**config.mk**
```make
export PLATFORM = sky130hd
export DESIGN_NAME = egr_cell
export DESIGN_NICKNAME = d
export VERILOG_FILES = /design/src/rtl/core/evidence_grid_ray_update_assert.svh /design/src/rtl/core/egr_pkg.sv /design/src/rtl/core/egr_cell.sv
export SDC_FILE = /design/constraint.sdc
export NUM_CORES = 1
export LEC_CHECK = 0
export BUFFER_PORTS_ARGS = -buffer_cell sky130_fd_sc_hd__buf_2
export CAP_MARGIN = 20
export CORE_MARGIN = 2
export CORE_UTILIZATION = 40
export DETAILED_ROUTE_END_ITERATION = 16
export SKIP_LAST_GASP = 1
export SYNTH_ARGS = -nofsm -noshare
export SYNTH_HDL_FRONTEND = slang
export SYNTH_SLANG_ARGS = --single-unit
```
**constraint.sdc**
```tcl
create_clock -name vclk -period 11.6
set_clock_uncertainty 0.1 [all_clocks]
set_input_delay 1.74 -clock vclk [all_inputs]
set_output_delay 1.74 -clock vclk [all_outputs]
set_load 0.01 [all_outputs]
```
**src/rtl/core/evidence_grid_ray_update_assert.svh**
```systemverilog
// Assertion macros for the evidence grid ray update block.
`ifndef EVIDENCE_GRID_RAY_UPDATE_ASSERT_SVH
`define EVIDENCE_GRID_RAY_UPDATE_ASSERT_SVH
`ifndef SYNTHESIS
`define EGR_ASSERT_NOW(label, ante, cons) \
    label: assert property (@(posedge clk) disable iff (!rst_n) (ante) |-> (cons)) \
        else $error("egr assertion failed");
`define EGR_ASSERT_NEXT(label, ante, cons) \
    label: assert property (@(posedge clk) disable iff (!rst_n) (ante) |=> (cons)) \
        else $error("egr assertion failed");
`else
`define EGR_ASSERT_NOW(label, ante, cons)
`define EGR_ASSERT_NEXT(label, ante, cons)
`endif
`endif

```
**src/rtl/core/egr_pkg.sv**
```systemverilog
// Shared types and constants of the evidence grid ray update block.
`default_nettype none

package egr_pkg;

    localparam int GRID_WIDTH_DEF  = 512;
    localparam int GRID_HEIGHT_DEF = 512;

    localparam int CFG_ADDR_W = 4;

    localparam logic [1:0] REG_EMPTY_STEP = 2'd0;
    localparam logic [1:0] REG_FILL_STEP  = 2'd1;
    localparam logic [1:0] REG_LIMIT      = 2'd2;
    localparam logic [1:0] REG_PRIOR      = 2'd3;

    localparam logic [5:0] EMPTY_STEP_RST = 6'd2;
    localparam logic [5:0] FILL_STEP_RST  = 6'd2;
    localparam logic [6:0] LIMIT_RST      = 7'd100;
    localparam logic [7:0] PRIOR_RST      = 8'd0;

    localparam logic [7:0] UNKNOWN_CODE = 8'h80;

    typedef enum logic [1:0] {
        CMP_GE = 2'd0,
        CMP_LE = 2'd1,
        CMP_GT = 2'd2
    } egr_cmp_t;

    typedef struct packed {
        logic              major_x;
        logic              major_inc;
        logic              minor_inc;
        egr_cmp_t          cmp;
        logic signed [13:0] a;
        logic signed [13:0] b;
        logic signed [13:0] t;
    } egr_walk_t;

    typedef struct packed {
        logic signed [11:0] x;
        logic signed [11:0] y;
        logic signed [14:0] eps;
    } egr_pos_t;

    typedef struct packed {
        logic              func;
        logic              mark_filled;
        logic signed [11:0] start_x;
        logic signed [11:0] start_y;
        logic signed [11:0] end_x;
        logic signed [11:0] end_y;
    } egr_ray_t;

    typedef struct packed {
        logic signed [7:0] cell_value;
        logic              cell_known;
        logic [12:0]       cells_written;
        logic              clipped;
    } egr_res_t;

endpackage

`default_nettype wire

```
**src/rtl/core/egr_cell.sv**
```systemverilog
// Cell update unit: prior for unknown cells, step and clamp for known cells.
`default_nettype none

module egr_cell
    import egr_pkg::*;
(
    input  logic [7:0] code,
    input  logic       mark_filled,
    input  logic [5:0] empty_step,
    input  logic [5:0] fill_step,
    input  logic [6:0] evidence_limit,
    input  logic [7:0] prior_value,
    output logic [7:0] code_next
);

    logic signed [9:0] value;
    logic signed [9:0] sum;
    logic signed [9:0] lim_pos;
    logic signed [9:0] lim_neg;
    logic signed [9:0] clamped;

    assign value   = {{2{code[7]}}, code};
    assign sum     = mark_filled ? value + {4'b0, fill_step} : value - {4'b0, empty_step};
    assign lim_pos = {3'b0, evidence_limit};
    assign lim_neg = -lim_pos;

    always_comb
    begin
        if (sum > lim_pos)
        begin
            clamped = lim_pos;
        end
        else if (sum < lim_neg)
        begin
            clamped = lim_neg;
        end
        else
        begin
            clamped = sum;
        end
        code_next = (code == UNKNOWN_CODE) ? prior_value : clamped[7:0];
    end

endmodule

`default_nettype wire
```
==> impl_results.md <==
* Routed len/inst at 12.7 um
* Worst VDD drop at 27.0 uV
* Gpl congestion at 0.819
* Final core utilization at 0.500
* DRT antenna net count at 0
* YS warnings at 0
* Endpoints failing hold at 0
* Setup_tns at 0 ns
* Chip height at 64.0 um
* 1st-pass router iterations at 4
* Netlist cell types at 57
* Clkbuf count at 0
* FP Rows at 21
* Fin crit period at 8.07 ns
* CP required at 9.76 ns
* Synthesis-to-finish area growth at 17.6%
* Die Area at between 0.004 and 0.005 mm^2
* Period Utilization, post-route at 0.696
* Layout fillers at ~370
* Largest net degree at the start of global routing at 14
* CTS hold repair buffers at 0
* Worst setup EP type: output pin
* Worst slew pin tran at 0.596 ns
* Antenna diodes at 0
* Pwr dens at 94.7 mW/mm^2
* CP Launch Type: primary input
* Mapped Cells at 203
* Max Cap Viol at 0
* Antenna violations before repair at 0
* Worst rel slew slack at 0.597
* Post-CTS Setup Bufs at 0
* Tot Pwr at roughly 0.00016 W
* Final Max Slew Viols at 0
* # port buffers at 44
* First-pass GRT wire length at 6430 um
* P_leak at 0.825 nW
* Post-synthesis instance area at ~0.0014 mm^2
* Setup Crit Path Kind: primary input to output pin
* DP HPWL at 3160 um
* Via density at 5.51
* Worst-path fanout max at 13
* Via Count at 1587
* Fmax at 124 MHz
* DR iter-0 viols at 98
* Initial Utilization at 0.425
* Seq Cell Count at 0
* Register area at 0 um^2
* Gr usage total at 0.187
* Syn_nets at about 270
* Syn Area/Cell at around 7 um^2
* Run status: finished clean
* NumNets Final at roughly 310
* Ports at 44
* Seq/Total Area, Yosys at 0
* DRC Markers at 0
* Endpoints failing setup at 0
* Share of cells above drive strength 1 at 0.240
* Overflow after GRT at 0
* Post_cts resized at 0
* CORE AREA at 0.00339 mm^2
* Vias in the first global route at 1468
* Unrepaired setup endpoints after global routing: false
* WP data arrival at about 6.2 ns
* Routed WL at 3660 um
* Die width at between 60 and 70 um
* Hold Crit Class: primary input to output pin
[layout by cell type, fill, tap and decap left out, drive strengths merged, types with 2 or more instances in the layout]
cell    Yosys  routed
nand3       2       2
o21a        5       5
a21oi      11      11
nand2b      2       2
or2b        2       2
o21ai      19      19
mux2i       2       2
or2         5       5
nor2       12      12
a31oi       3       3
o311a       2       2
a211oi      4       4
ha         25      25
buf         2      44
mux2        2       2
a22o        2       2
xor2        4       4
nor4b       3       3
xnor2      12      12
nor2b       2       2
nand4       2       2
nor4        3       3
o31ai       4       4
nand2      17      17
inv        22      22
nor3        6       6
nor3b       4       4
[worst max-delay path, stage by stage]
cell,delay [ns]
buf_2,0.12
nor3_1,0.43
xor2_1,0.11
o21ai_0,0.26
ha_1,0.33
a211o_2,0.30
o21ai_0,0.21
a21oi_1,0.11
xnor2_1,0.41
ha_1,0.27
or2b_2,0.32
or2_2,0.33
o31ai_4,0.57
nor2b_1,0.09
or3_1,0.32
a22o_1,0.18
buf_2,0.13
[worst paths after layout]
check,startpoint,end,slack (ns),cells past startpoint
setup / recovery,empty_step[2],code_next[5],3.53,17
hold / removal,prior_value[3],code_next[3],3.67,4
[cell usage after synthesis, drive strengths merged, types with 2 or more instances]
| library cell | count | area (um^2) |
|---|---|---|
| xor2 | 4 | 35.0 |
| clkbuf | 3 | 11.3 |
| inv | 22 | 82.6 |
| nor2 | 12 | 45.0 |
| nor4b | 3 | 26.3 |
| o21ai | 19 | 95.1 |
| mux2i | 2 | 20.0 |
| buf | 2 | 12.5 |
| mux2 | 2 | 22.5 |
| nor2b | 2 | 12.5 |
| xnor2 | 12 | 105 |
| a21oi | 11 | 55.1 |
| or2b | 2 | 17.5 |
| a31oi | 3 | 18.8 |
| nor3 | 6 | 30.0 |
| nand2b | 2 | 12.5 |
| o21a | 5 | 37.5 |
| ha | 25 | 313 |
| a22o | 2 | 17.5 |
| o31ai | 4 | 53.8 |
| nand2 | 17 | 63.8 |
| o311a | 2 | 20.0 |
| a211oi | 4 | 35.0 |
| nand4 | 2 | 12.5 |
| nor3b | 4 | 35.0 |
| nor4 | 3 | 18.8 |
| nand3 | 2 | 10.0 |
| or2 | 5 | 31.3 |
[per-layer routing]
layer,wire length [um],up-vias,track usage
met5,0,-,0
met4,0,0,0
met3,178,0,0
met2,1710,41,0.318
met1,1760,721,0.279
li1,-,825,-
[where the power goes]
part / total (W) / leakage (nW) / switching, W / internal (W)
combinational: 0.000161 / 0.825 / 0.0000886 / 0.0000719
clock: 0 / 0 / 0 / 0
sequential: 0 / 0 / 0 / 0
total: 0.000161 / 0.825 / 0.0000886 / 0.0000719
[metrics by stage]
| stage | setup WS [ns] | hold slack (ns) | cells | instance area (um^2) |
|---|---|---|---|---|
| detailed placement | 3.60 | 3.67 | 288 | 1700 |
| finish | 3.53 | 3.67 | 288 | 1700 |
| global route | 3.13 | 3.70 | 288 | 1700 |
| CTS | 3.57 | 3.67 | 288 | 1700 |
| floorplan | 4.37 | 3.50 | 203 | 1440 |
| global placement | 3.62 | 3.67 | 288 | 1700 |
[final cells by class]
type,instances,area (um^2),share of cell area
multi-input cells,176,1340,0.787
repair buffers,44,220,0.130
inverters,22,82.6,0.0487
well taps,46,57.6,0.0339
[cells by family after synthesis]
family | count (synthesis) | synth area share
compound gates | 63 | 0.313
fa+ha+maj | 26 | 0.231
buf+inv | 27 | 0.0738
xor+xnor | 16 | 0.0972
mux | 4 | 0.0295
simple gates | 67 | 0.255
(Power assumes the default switching activity.)
