`src/rtl/core/evidence_grid_ray_update_assert.svh`:
```
// Assertion macros for the evidence grid ray update block.
`ifndef EVIDENCE_GRID_RAY_UPDATE_ASSERT_SVH
`define EVIDENCE_GRID_RAY_UPDATE_ASSERT_SVH
`ifndef SYNTHESIS
`define EGR_ASSERT_NOW(label, ante, cons) \
    label: assert property (@(posedge clk) disable iff (!rst_n) (ante) |-> (cons)) \
        else $error("egr assertion failed");
`define EGR_ASSERT_NEXT(label, ante, cons) \
    label: assert property (@(posedge clk) disable iff (!rst_n) (ante) |=> (cons)) \
        else $error("egr assertion failed");
`else
`define EGR_ASSERT_NOW(label, ante, cons)
`define EGR_ASSERT_NEXT(label, ante, cons)
`endif
`endif

```
`src/rtl/core/egr_pkg.sv`:
```
// Shared types and constants of the evidence grid ray update block.
`default_nettype none

package egr_pkg;

    localparam int GRID_WIDTH_DEF  = 512;
    localparam int GRID_HEIGHT_DEF = 512;

    localparam int CFG_ADDR_W = 4;

    localparam logic [1:0] REG_EMPTY_STEP = 2'd0;
    localparam logic [1:0] REG_FILL_STEP  = 2'd1;
    localparam logic [1:0] REG_LIMIT      = 2'd2;
    localparam logic [1:0] REG_PRIOR      = 2'd3;

    localparam logic [5:0] EMPTY_STEP_RST = 6'd2;
    localparam logic [5:0] FILL_STEP_RST  = 6'd2;
    localparam logic [6:0] LIMIT_RST      = 7'd100;
    localparam logic [7:0] PRIOR_RST      = 8'd0;

    localparam logic [7:0] UNKNOWN_CODE = 8'h80;

    typedef enum logic [1:0] {
        CMP_GE = 2'd0,
        CMP_LE = 2'd1,
        CMP_GT = 2'd2
    } egr_cmp_t;

    typedef struct packed {
        logic              major_x;
        logic              major_inc;
        logic              minor_inc;
        egr_cmp_t          cmp;
        logic signed [13:0] a;
        logic signed [13:0] b;
        logic signed [13:0] t;
    } egr_walk_t;

    typedef struct packed {
        logic signed [11:0] x;
        logic signed [11:0] y;
        logic signed [14:0] eps;
    } egr_pos_t;

    typedef struct packed {
        logic              func;
        logic              mark_filled;
        logic signed [11:0] start_x;
        logic signed [11:0] start_y;
        logic signed [11:0] end_x;
        logic signed [11:0] end_y;
    } egr_ray_t;

    typedef struct packed {
        logic signed [7:0] cell_value;
        logic              cell_known;
        logic [12:0]       cells_written;
        logic              clipped;
    } egr_res_t;

endpackage

`default_nettype wire

```
`src/rtl/core/egr_step.sv`:
```
// Line walk unit: octant setup of a ray and one step of the error term.
`default_nettype none

module egr_step
    import egr_pkg::*;
(
    input  egr_ray_t    ray,
    output egr_walk_t   walk_init,
    output logic [11:0] major_len,
    input  egr_walk_t   walk,
    input  egr_pos_t    pos,
    output egr_pos_t    pos_step
);

    logic signed [12:0] dx;
    logic signed [12:0] dy;
    logic signed [12:0] ndx;
    logic signed [12:0] ndy;
    logic signed [13:0] dx_w;
    logic signed [13:0] dy_w;
    logic signed [13:0] ndx_w;
    logic signed [13:0] ndy_w;

    assign dx    = {ray.end_x[11], ray.end_x} - {ray.start_x[11], ray.start_x};
    assign dy    = {ray.end_y[11], ray.end_y} - {ray.start_y[11], ray.start_y};
    assign ndx   = -dx;
    assign ndy   = -dy;
    assign dx_w  = {dx[12], dx};
    assign dy_w  = {dy[12], dy};
    assign ndx_w = {ndx[12], ndx};
    assign ndy_w = {ndy[12], ndy};

    always_comb
    begin
        walk_init = '0;
        major_len = '0;
        if (dx > 13'sd0)
        begin
            if (dy >= 13'sd0)
            begin
                if (dx > dy)
                begin
                    walk_init = '{major_x: 1'b1, major_inc: 1'b1, minor_inc: 1'b1,
                                  cmp: CMP_GE, a: dy_w, b: ndx_w, t: dx_w};
                    major_len = dx[11:0];
                end
                else
                begin
                    walk_init = '{major_x: 1'b0, major_inc: 1'b1, minor_inc: 1'b1,
                                  cmp: CMP_GE, a: dx_w, b: ndy_w, t: dy_w};
                    major_len = dy[11:0];
                end
            end
            else
            begin
                if (dx > ndy)
                begin
                    walk_init = '{major_x: 1'b1, major_inc: 1'b1, minor_inc: 1'b0,
                                  cmp: CMP_LE, a: dy_w, b: dx_w, t: ndx_w};
                    major_len = dx[11:0];
                end
                else
                begin
                    walk_init = '{major_x: 1'b0, major_inc: 1'b0, minor_inc: 1'b1,
                                  cmp: CMP_GE, a: dx_w, b: dy_w, t: ndy_w};
                    major_len = ndy[11:0];
                end
            end
        end
        else
        begin
            if (dy >= 13'sd0)
            begin
                if (ndx > dy)
                begin
                    walk_init = '{major_x: 1'b1, major_inc: 1'b0, minor_inc: 1'b1,
                                  cmp: CMP_GE, a: dy_w, b: dx_w, t: ndx_w};
                    major_len = ndx[11:0];
                end
                else
                begin
                    walk_init = '{major_x: 1'b0, major_inc: 1'b1, minor_inc: 1'b0,
                                  cmp: CMP_LE, a: dx_w, b: dy_w, t: ndy_w};
                    major_len = dy[11:0];
                end
            end
            else
            begin
                if (ndx > ndy)
                begin
                    walk_init = '{major_x: 1'b1, major_inc: 1'b0, minor_inc: 1'b0,
                                  cmp: CMP_GT, a: ndy_w, b: dx_w, t: ndx_w};
                    major_len = ndx[11:0];
                end
                else
                begin
                    walk_init = '{major_x: 1'b0, major_inc: 1'b0, minor_inc: 1'b0,
                                  cmp: CMP_GT, a: ndx_w, b: dy_w, t: ndy_w};
                    major_len = ndy[11:0];
                end
            end
        end
    end

    logic signed [14:0] eps_sum;
    logic signed [15:0] eps_dbl;
    logic signed [15:0] thr;
    logic               hit;
    logic signed [11:0] major_new;
    logic signed [11:0] minor_old;
    logic signed [11:0] minor_new;

    assign eps_sum = pos.eps + {walk.a[13], walk.a};
    assign eps_dbl = {eps_sum, 1'b0};
    assign thr     = {{2{walk.t[13]}}, walk.t};

    always_comb
    begin
        case (walk.cmp)
            CMP_GE:  hit = (eps_dbl >= thr);
            CMP_LE:  hit = (eps_dbl <= thr);
            CMP_GT:  hit = (eps_dbl > thr);
            default: hit = 1'b0;
        endcase
    end

    assign minor_old = walk.major_x ? pos.y : pos.x;

    always_comb
    begin
        if (walk.major_x)
        begin
            major_new = walk.major_inc ? pos.x + 12'sd1 : pos.x - 12'sd1;
        end
        else
        begin
            major_new = walk.major_inc ? pos.y + 12'sd1 : pos.y - 12'sd1;
        end
        if (hit)
        begin
            minor_new = walk.minor_inc ? minor_old + 12'sd1 : minor_old - 12'sd1;
        end
        else
        begin
            minor_new = minor_old;
        end
        pos_step.eps = hit ? eps_sum + {walk.b[13], walk.b} : eps_sum;
        pos_step.x   = walk.major_x ? major_new : minor_new;
        pos_step.y   = walk.major_x ? minor_new : major_new;
    end

endmodule

`default_nettype wire

```
`config.mk`:
```
export PLATFORM = sky130hd
export DESIGN_NAME = egr_step
export DESIGN_NICKNAME = d
export VERILOG_FILES = /design/src/rtl/core/evidence_grid_ray_update_assert.svh /design/src/rtl/core/egr_pkg.sv /design/src/rtl/core/egr_step.sv
export SDC_FILE = /design/constraint.sdc
export NUM_CORES = 1
export LEC_CHECK = 0
export ABC_AREA = 1
export BUFFER_PORTS_ARGS = -buffer_cell sky130_fd_sc_hd__buf_2
export CAP_MARGIN = 5
export CORE_ASPECT_RATIO = 0.8
export CORE_MARGIN = 5
export CORE_UTILIZATION = 55
export DETAILED_ROUTE_END_ITERATION = 7
export PLACE_DENSITY = 0.81
export SETUP_SLACK_MARGIN = 0.05
export SLEW_MARGIN = 20
export SYNTH_ARGS = -nofsm -noshare
export SYNTH_HDL_FRONTEND = slang
export SYNTH_SLANG_ARGS = --single-unit
```
`constraint.sdc`:
```
create_clock -name vclk -period 5.4
set_input_delay 0.27 -clock vclk [all_inputs]
set_output_delay 0.27 -clock vclk [all_outputs]
set_load 0.02 [all_outputs]
```
==> run metrics, run 1 <==
clock buf count 0; unrepaired setup endpoints after global routing yes; status completed; routability congestion estimate from global placement 0.984; die footprint 19100 sq um; PD cells 369 nW/um^2; ant diodes 0; Largest stage delay, worst path 510 ps; CP Class input port to output port; I/O pins 234; Setup-failing EPs final 0; effective utilization at floorplan 0.566; via/cell ratio 5.62; proportion of netlist area held by the largest area contributor 0.186; dpl cell area 10600 sq um; share of layout cells above drive strength 1 0.204; syn nets 1919; Tot Pwr 3.94 mW; Crit path buffers/inverters 7; vias 11700; VDD IR-drop max 0.169 mV; WP data arrival 4790 ps; P&R area growth vs syn 18.3%; Worst Path Max Fanout 8; DP Wirelength 24900 um; crit-path leading delay family simple AND/OR/NAND/NOR gates; CP max stage cell fa_2; Slew Viols, Final 0; Slew @ Worst Pin 755 ps; drt drc 0; DR pass1 iterations 5; synth cell count leaders nand2_1 (385), nor2_1 (194), inv_1 (188); 1st-iter DRT viols 1064; Netlist cell types 52; Seq Cell Count 0; top cells by area, synth ha_1 (19%), nand2_1 (16%), nand3_1 (9.1%); core outline area 16000 sq um; Top cell by count, worst path nand2_1; CP Capture Type output port; # rows 41; worst relative slew slack 0.497; largest net degree at the start of global routing 66; Hold WC Path Type input port to output port; GRT Residual Overflow 0; register area share after synthesis 0; post-route ant nets 0; Yosys Warn Count 0; most common cell in the netlist nand2_1; first-pass GRT wire length 50800 um; Post-Route Setup TNS 0 ps; die height 125 um; number of global-route vias before repair 10900; Nets 2148; max-cap violations 0; final non-filler cell area 10700 sq um; Worst setup SP type input port; WP data required 5130 ps; Leakage 6.03 nW; crit path time final 5060 ps; WL per Instance 14.7 um; initial antenna violation count 0; fin crit share 0.936; Total Routing Usage GR 0.303; cell taking the most area after synthesis ha_1; final WL 30700 um; fmax 198 MHz; count of input and output buffers 232; final hold violation count 0; Die Width 153 um; Gate Count Post-Synth 1643; cts hold-fix bufs 0; mapped cell area 9030 sq um; syn_area_per_cell 5.49 sq um; storage element area 0 sq um
layout by cell type (no fill, tap or decap), types with 4 or more instances in the layout:
cell type  Yosys  final
nand2_4        4      6
buf_2         16    232
o21bai_1       9      9
nand2_1      385    385
xor2_1        37     36
fa_1           6      5
inv_2         11     10
o21ai_1        9     10
or2_2          4      4
nand3_2        5      7
nor2_1       194    192
a21oi_1      103    102
ha_1         134    134
buf_4          8     57
o211ai_1       4      4
a21oi_2        6      7
a21o_1        10     10
nor3_1        14     12
nand2_2       27     25
inv_1        188    188
nor2_2         8     10
nand3_1      165    163
xnor2_1       22     22
o21ai_0      125    124
nand4_1       68     68
routing by layer:
| metal | up-vias | GRT usage | share of wire |
|---|---|---|---|
| li1 | 5939 | - | - |
| met1 | 5116 | 0.388 | 0.41 |
| met2 | 585 | 0.538 | 0.47 |
| met3 | 79 | 0.0281 | 0.084 |
| met4 | 0 | 0.0875 | 0.032 |
| met5 | - | 0 | 0 |
path summary, 6_finish.rpt:
check | start | to | slack (ps) | depth (start not counted)
max | ray[0] | major_len[8] | 340 | 28
min | pos[27] | pos_step[27] | 1000 | 5
layout make-up:
type | instances | area (sq um)
Fill cell | 1555 | 5280
Inverter | 204 | 773
Multi-Input combinational cell | 1374 | 8000
Tap cell | 215 | 269
Timing Repair Buffer | 292 | 1640
metrics by stage:
stage	hold WS, ps	util	cells	setup slack [ps]
detailed placement	996	0.666	2085	382
finish	995	0.669	2085	343
global placement	990	0.666	2085	417
floorplan	811	-	1643	506
CTS	996	0.666	2085	364
global route	1020	0.669	2085	6.28
where the power goes:
part	total (mW)	leakage [nW]	switching, mW	internal (mW)
sequential	0	0	0	0
combinational	3.94	6.03	2.62	1.33
clock	0	0	0	0
total	3.94	6.03	2.62	1.33
kinds of logic (layout without fill, tap and decap cells):
logic type / Yosys count / count (layout) / share of synthesized area
simple gates: 889 / 889 / 0.442
buf+inv: 269 / 496 / 0.121
fa+ha+maj: 140 / 140 / 0.199
xor+xnor: 63 / 63 / 0.0670
compound gates: 282 / 282 / 0.171
timing repair:
item,in CTS,in global routing
endpoints found under the setup margin,0,55
resized for setup,0,12
endpoints found under the hold margin,0,0
buffers inserted,0,0
Power figures use the tool's default switching activity.
==> run 2: changes to the inputs <==
--- a/config.mk
+++ b/config.mk
@@ -10,9 +10,9 @@
 export CAP_MARGIN = 5
 export CORE_ASPECT_RATIO = 0.8
 export CORE_MARGIN = 5
-export CORE_UTILIZATION = 55
+export CORE_UTILIZATION = 57
 export DETAILED_ROUTE_END_ITERATION = 7
-export PLACE_DENSITY = 0.81
+export PLACE_DENSITY = 0.83
 export SETUP_SLACK_MARGIN = 0.05
 export SLEW_MARGIN = 20
 export SYNTH_ARGS = -nofsm -noshare
==> constraint.sdc (replaced) <==
create_clock -name vclk -period 5.4
set_input_delay 1.08 -clock vclk [all_inputs]
set_output_delay 1.08 -clock vclk [all_outputs]
set_load 0.02 [all_outputs]
==> run 2 against run 1 <==
The run now fails in clock tree synthesis. Synthesized cell count unchanged. Area after synthesis unchanged.
==> run metrics, run 2 <==
status did not finish; Halt Stage clock tree synthesis; Log Error [ERROR DPL-0038] Utilization greater than 100%, impossible to legalize; count of input and output buffers 232; register area share after synthesis 0; mapped cell area 9030 sq um; I/O pins 234; # rows 41; Die Width 151 um; DP Wirelength 31000 um; most common cell in the netlist nand2_1; Gate Count Post-Synth 1643; effective utilization at floorplan 0.577; Yosys Warn Count 0; Netlist cell types 52; top cells by area, synth ha_1 (19%), nand2_1 (16%), nand3_1 (9.1%); proportion of netlist area held by the largest area contributor 0.186; post-cts repair resize count 460; postcts setup bufs 50; cts hold-fix bufs 0; pre-CTS setup slack -932 ps; synth cell count leaders nand2_1 (385), nor2_1 (194), inv_1 (188); syn_area_per_cell 5.49 sq um; die height 123 um; syn nets 1919; cell taking the most area after synthesis ha_1; routability congestion estimate from global placement 1.00
-- run 2: cell counts after synthesis --
No cell type changed its count.
-- run 2: logic make-up after synthesis --
group                      count (synthesis)  synth area share
AOI/OAI and AO/OA                        282             0.171
xor gates and xnor gates                  63            0.0670
adders and majority gates                140             0.199
buffers and inverters                    269             0.121
and+or+nand+nor                          889             0.442
-- run 2: stage by stage --
stage,TNS [ps],cell area [sq um],utilization,std cells
after global placement,-60850,13400,0.855,2303
after detailed placement,-79250,13400,0.855,2303
after floorplan,-22440,10200,-,1643
==> run 3: changes to the inputs <==
--- a/config.mk
+++ b/config.mk
@@ -8,12 +8,10 @@
 export ABC_AREA = 1
 export BUFFER_PORTS_ARGS = -buffer_cell sky130_fd_sc_hd__buf_2
 export CAP_MARGIN = 5
-export CORE_ASPECT_RATIO = 0.8
 export CORE_MARGIN = 5
-export CORE_UTILIZATION = 57
+export CORE_UTILIZATION = 40
 export DETAILED_ROUTE_END_ITERATION = 7
-export PLACE_DENSITY = 0.83
-export SETUP_SLACK_MARGIN = 0.05
+export PLACE_DENSITY_LB_ADDON = 0.15
 export SLEW_MARGIN = 20
 export SYNTH_ARGS = -nofsm -noshare
 export SYNTH_HDL_FRONTEND = slang
==> run 3 against run 2 <==
The flow now finishes, with violations (negative setup slack).
==> run metrics, run 3 (synthesized netlist as in run 1, its figures left out) <==
Setup-failing EPs final 97; post-route insts no fill 2476; number of global-route vias before repair 12800; Hold Crit Depth 4; Sequential Power Share 0; Slew Viols, Final 0; failing checks negative setup slack; met2 Use GR 0.473; DR pass1 iterations 6; Hold Path End pos_step[15]; 1st-iter DRT viols 933; status finished with violations; I/O pins 234; GRT Residual Overflow 0; GRT busiest layer met2; met1 Usage GRT 0.374; drt drc 0; Total Routing Usage GR 0.286; P&R area growth vs syn 83.1%; CP Capture Type output port; post-route ant nets 0; fmax 161 MHz; part of the power in the clock network 0; effective utilization at floorplan 0.402; Sw Share 0.554; cell count after placement 2414; Crit. path cell count 30; WP data arrival 5130 ps; met3 usage 0.0594; worst relative slew slack 0.477; final WL 40700 um; PD cells 400 nW/um^2; core outline area 22400 sq um; ant diodes 0; Leakage 8.34 nW; Cell Int Power 2.95 mW; first-pass GRT wire length 62100 um; WP data required 4320 ps; Nets 2469; Setup WS post-layout -815 ps; switching pwr 3.67 mW; WL per Instance 16.5 um; routability congestion estimate from global placement 1.03; max-cap violations 0; crit path time final 6210 ps; hold path start pos[15]; count of input and output buffers 232; via/cell ratio 5.39; die height 160 um; CP max stage cell fa_2; dpl cell area 13700 sq um; VDD IR-drop max 0.198 mV; largest net degree at the start of global routing 56; Hold WC Path Type input port to output port; Comb power frac 1.000; Worst setup SP type input port; vias 13400; most frequent cells in the layout buf_4 (328), nand2_1 (295), inv_1 (170); storage element area 0 sq um; # rows 55; Crit path buffers/inverters 9; Slew @ Worst Pin 785 ps; DP Wirelength 30300 um; Seq Cell Count 0; final hold violation count 0; Worst Path Max Fanout 7; crit-path leading delay family simple AND/OR/NAND/NOR gates; clock buf count 0; CP Class input port to output port; Post-Route Setup TNS -57020 ps; Die Width 160 um; Largest stage delay, worst path 500 ps; unrepaired setup endpoints after global routing yes; share of layout cells above drive strength 1 0.490; cts hold-fix bufs 0; final non-filler cell area 16500 sq um; fin crit share 1.15; most common cell after layout, fill and taps aside buf_4; die footprint 25700 sq um; initial antenna violation count 0
-- run 3: how the worst max path moves through the flow --
stage          startpoint             to  slack [ps]
2_1_floorplan     ray[12]  walk_init[41]        -560
3_3_place_gp       ray[0]  walk_init[46]        -890
3_5_place_dp      ray[12]  walk_init[12]        -970
4_1_cts           ray[24]  walk_init[32]        -690
5_1_grt            ray[0]  walk_init[30]        -980
6_report           ray[0]   major_len[2]        -810
-- run 3: per-layer routing --
metal,vias to the layer above,part of all wire
met5,-,0
met4,0,0.030
met3,104,0.088
met2,554,0.47
met1,6099,0.41
li1,6595,-
-- run 3: power groups by stage --
stage          sequential (mW)  combinational (mW)  clock [mW]
6_report                     0                6.62           0
5_1_grt                      0                7.02           0
4_1_cts                      0                6.08           0
3_5_place_dp                 0                4.93           0
3_3_place_gp                 0                4.88           0
2_1_floorplan                0                3.16           0
-- run 3: layout make-up --
type                            instances  area, sq um
Timing Repair Buffer                  611         5100
Tap cell                              285          357
Inverter                              204          798
Multi-Input combinational cell       1376        10300
Fill cell                            1803         5910
-- run 3: what timing repair did --
item                                    CTS  global route
endpoints found under the setup margin   97            97
pin swaps                               155           120
gates resized for setup                 405           187
setup buffers                            39            18
gates cloned                              9             1
-- run 3: through the flow --
step                       util  power (mW)  hold WS [ps]  setup WS (ps)
after floorplan               -        3.16          2390           -559
after global placement    0.609        4.88          2580           -885
after detailed placement  0.609        4.93          2580           -968
after CTS                 0.701        6.08          2580           -688
after global routing      0.737        7.02          2620           -976
final                     0.737        6.62          2580           -815
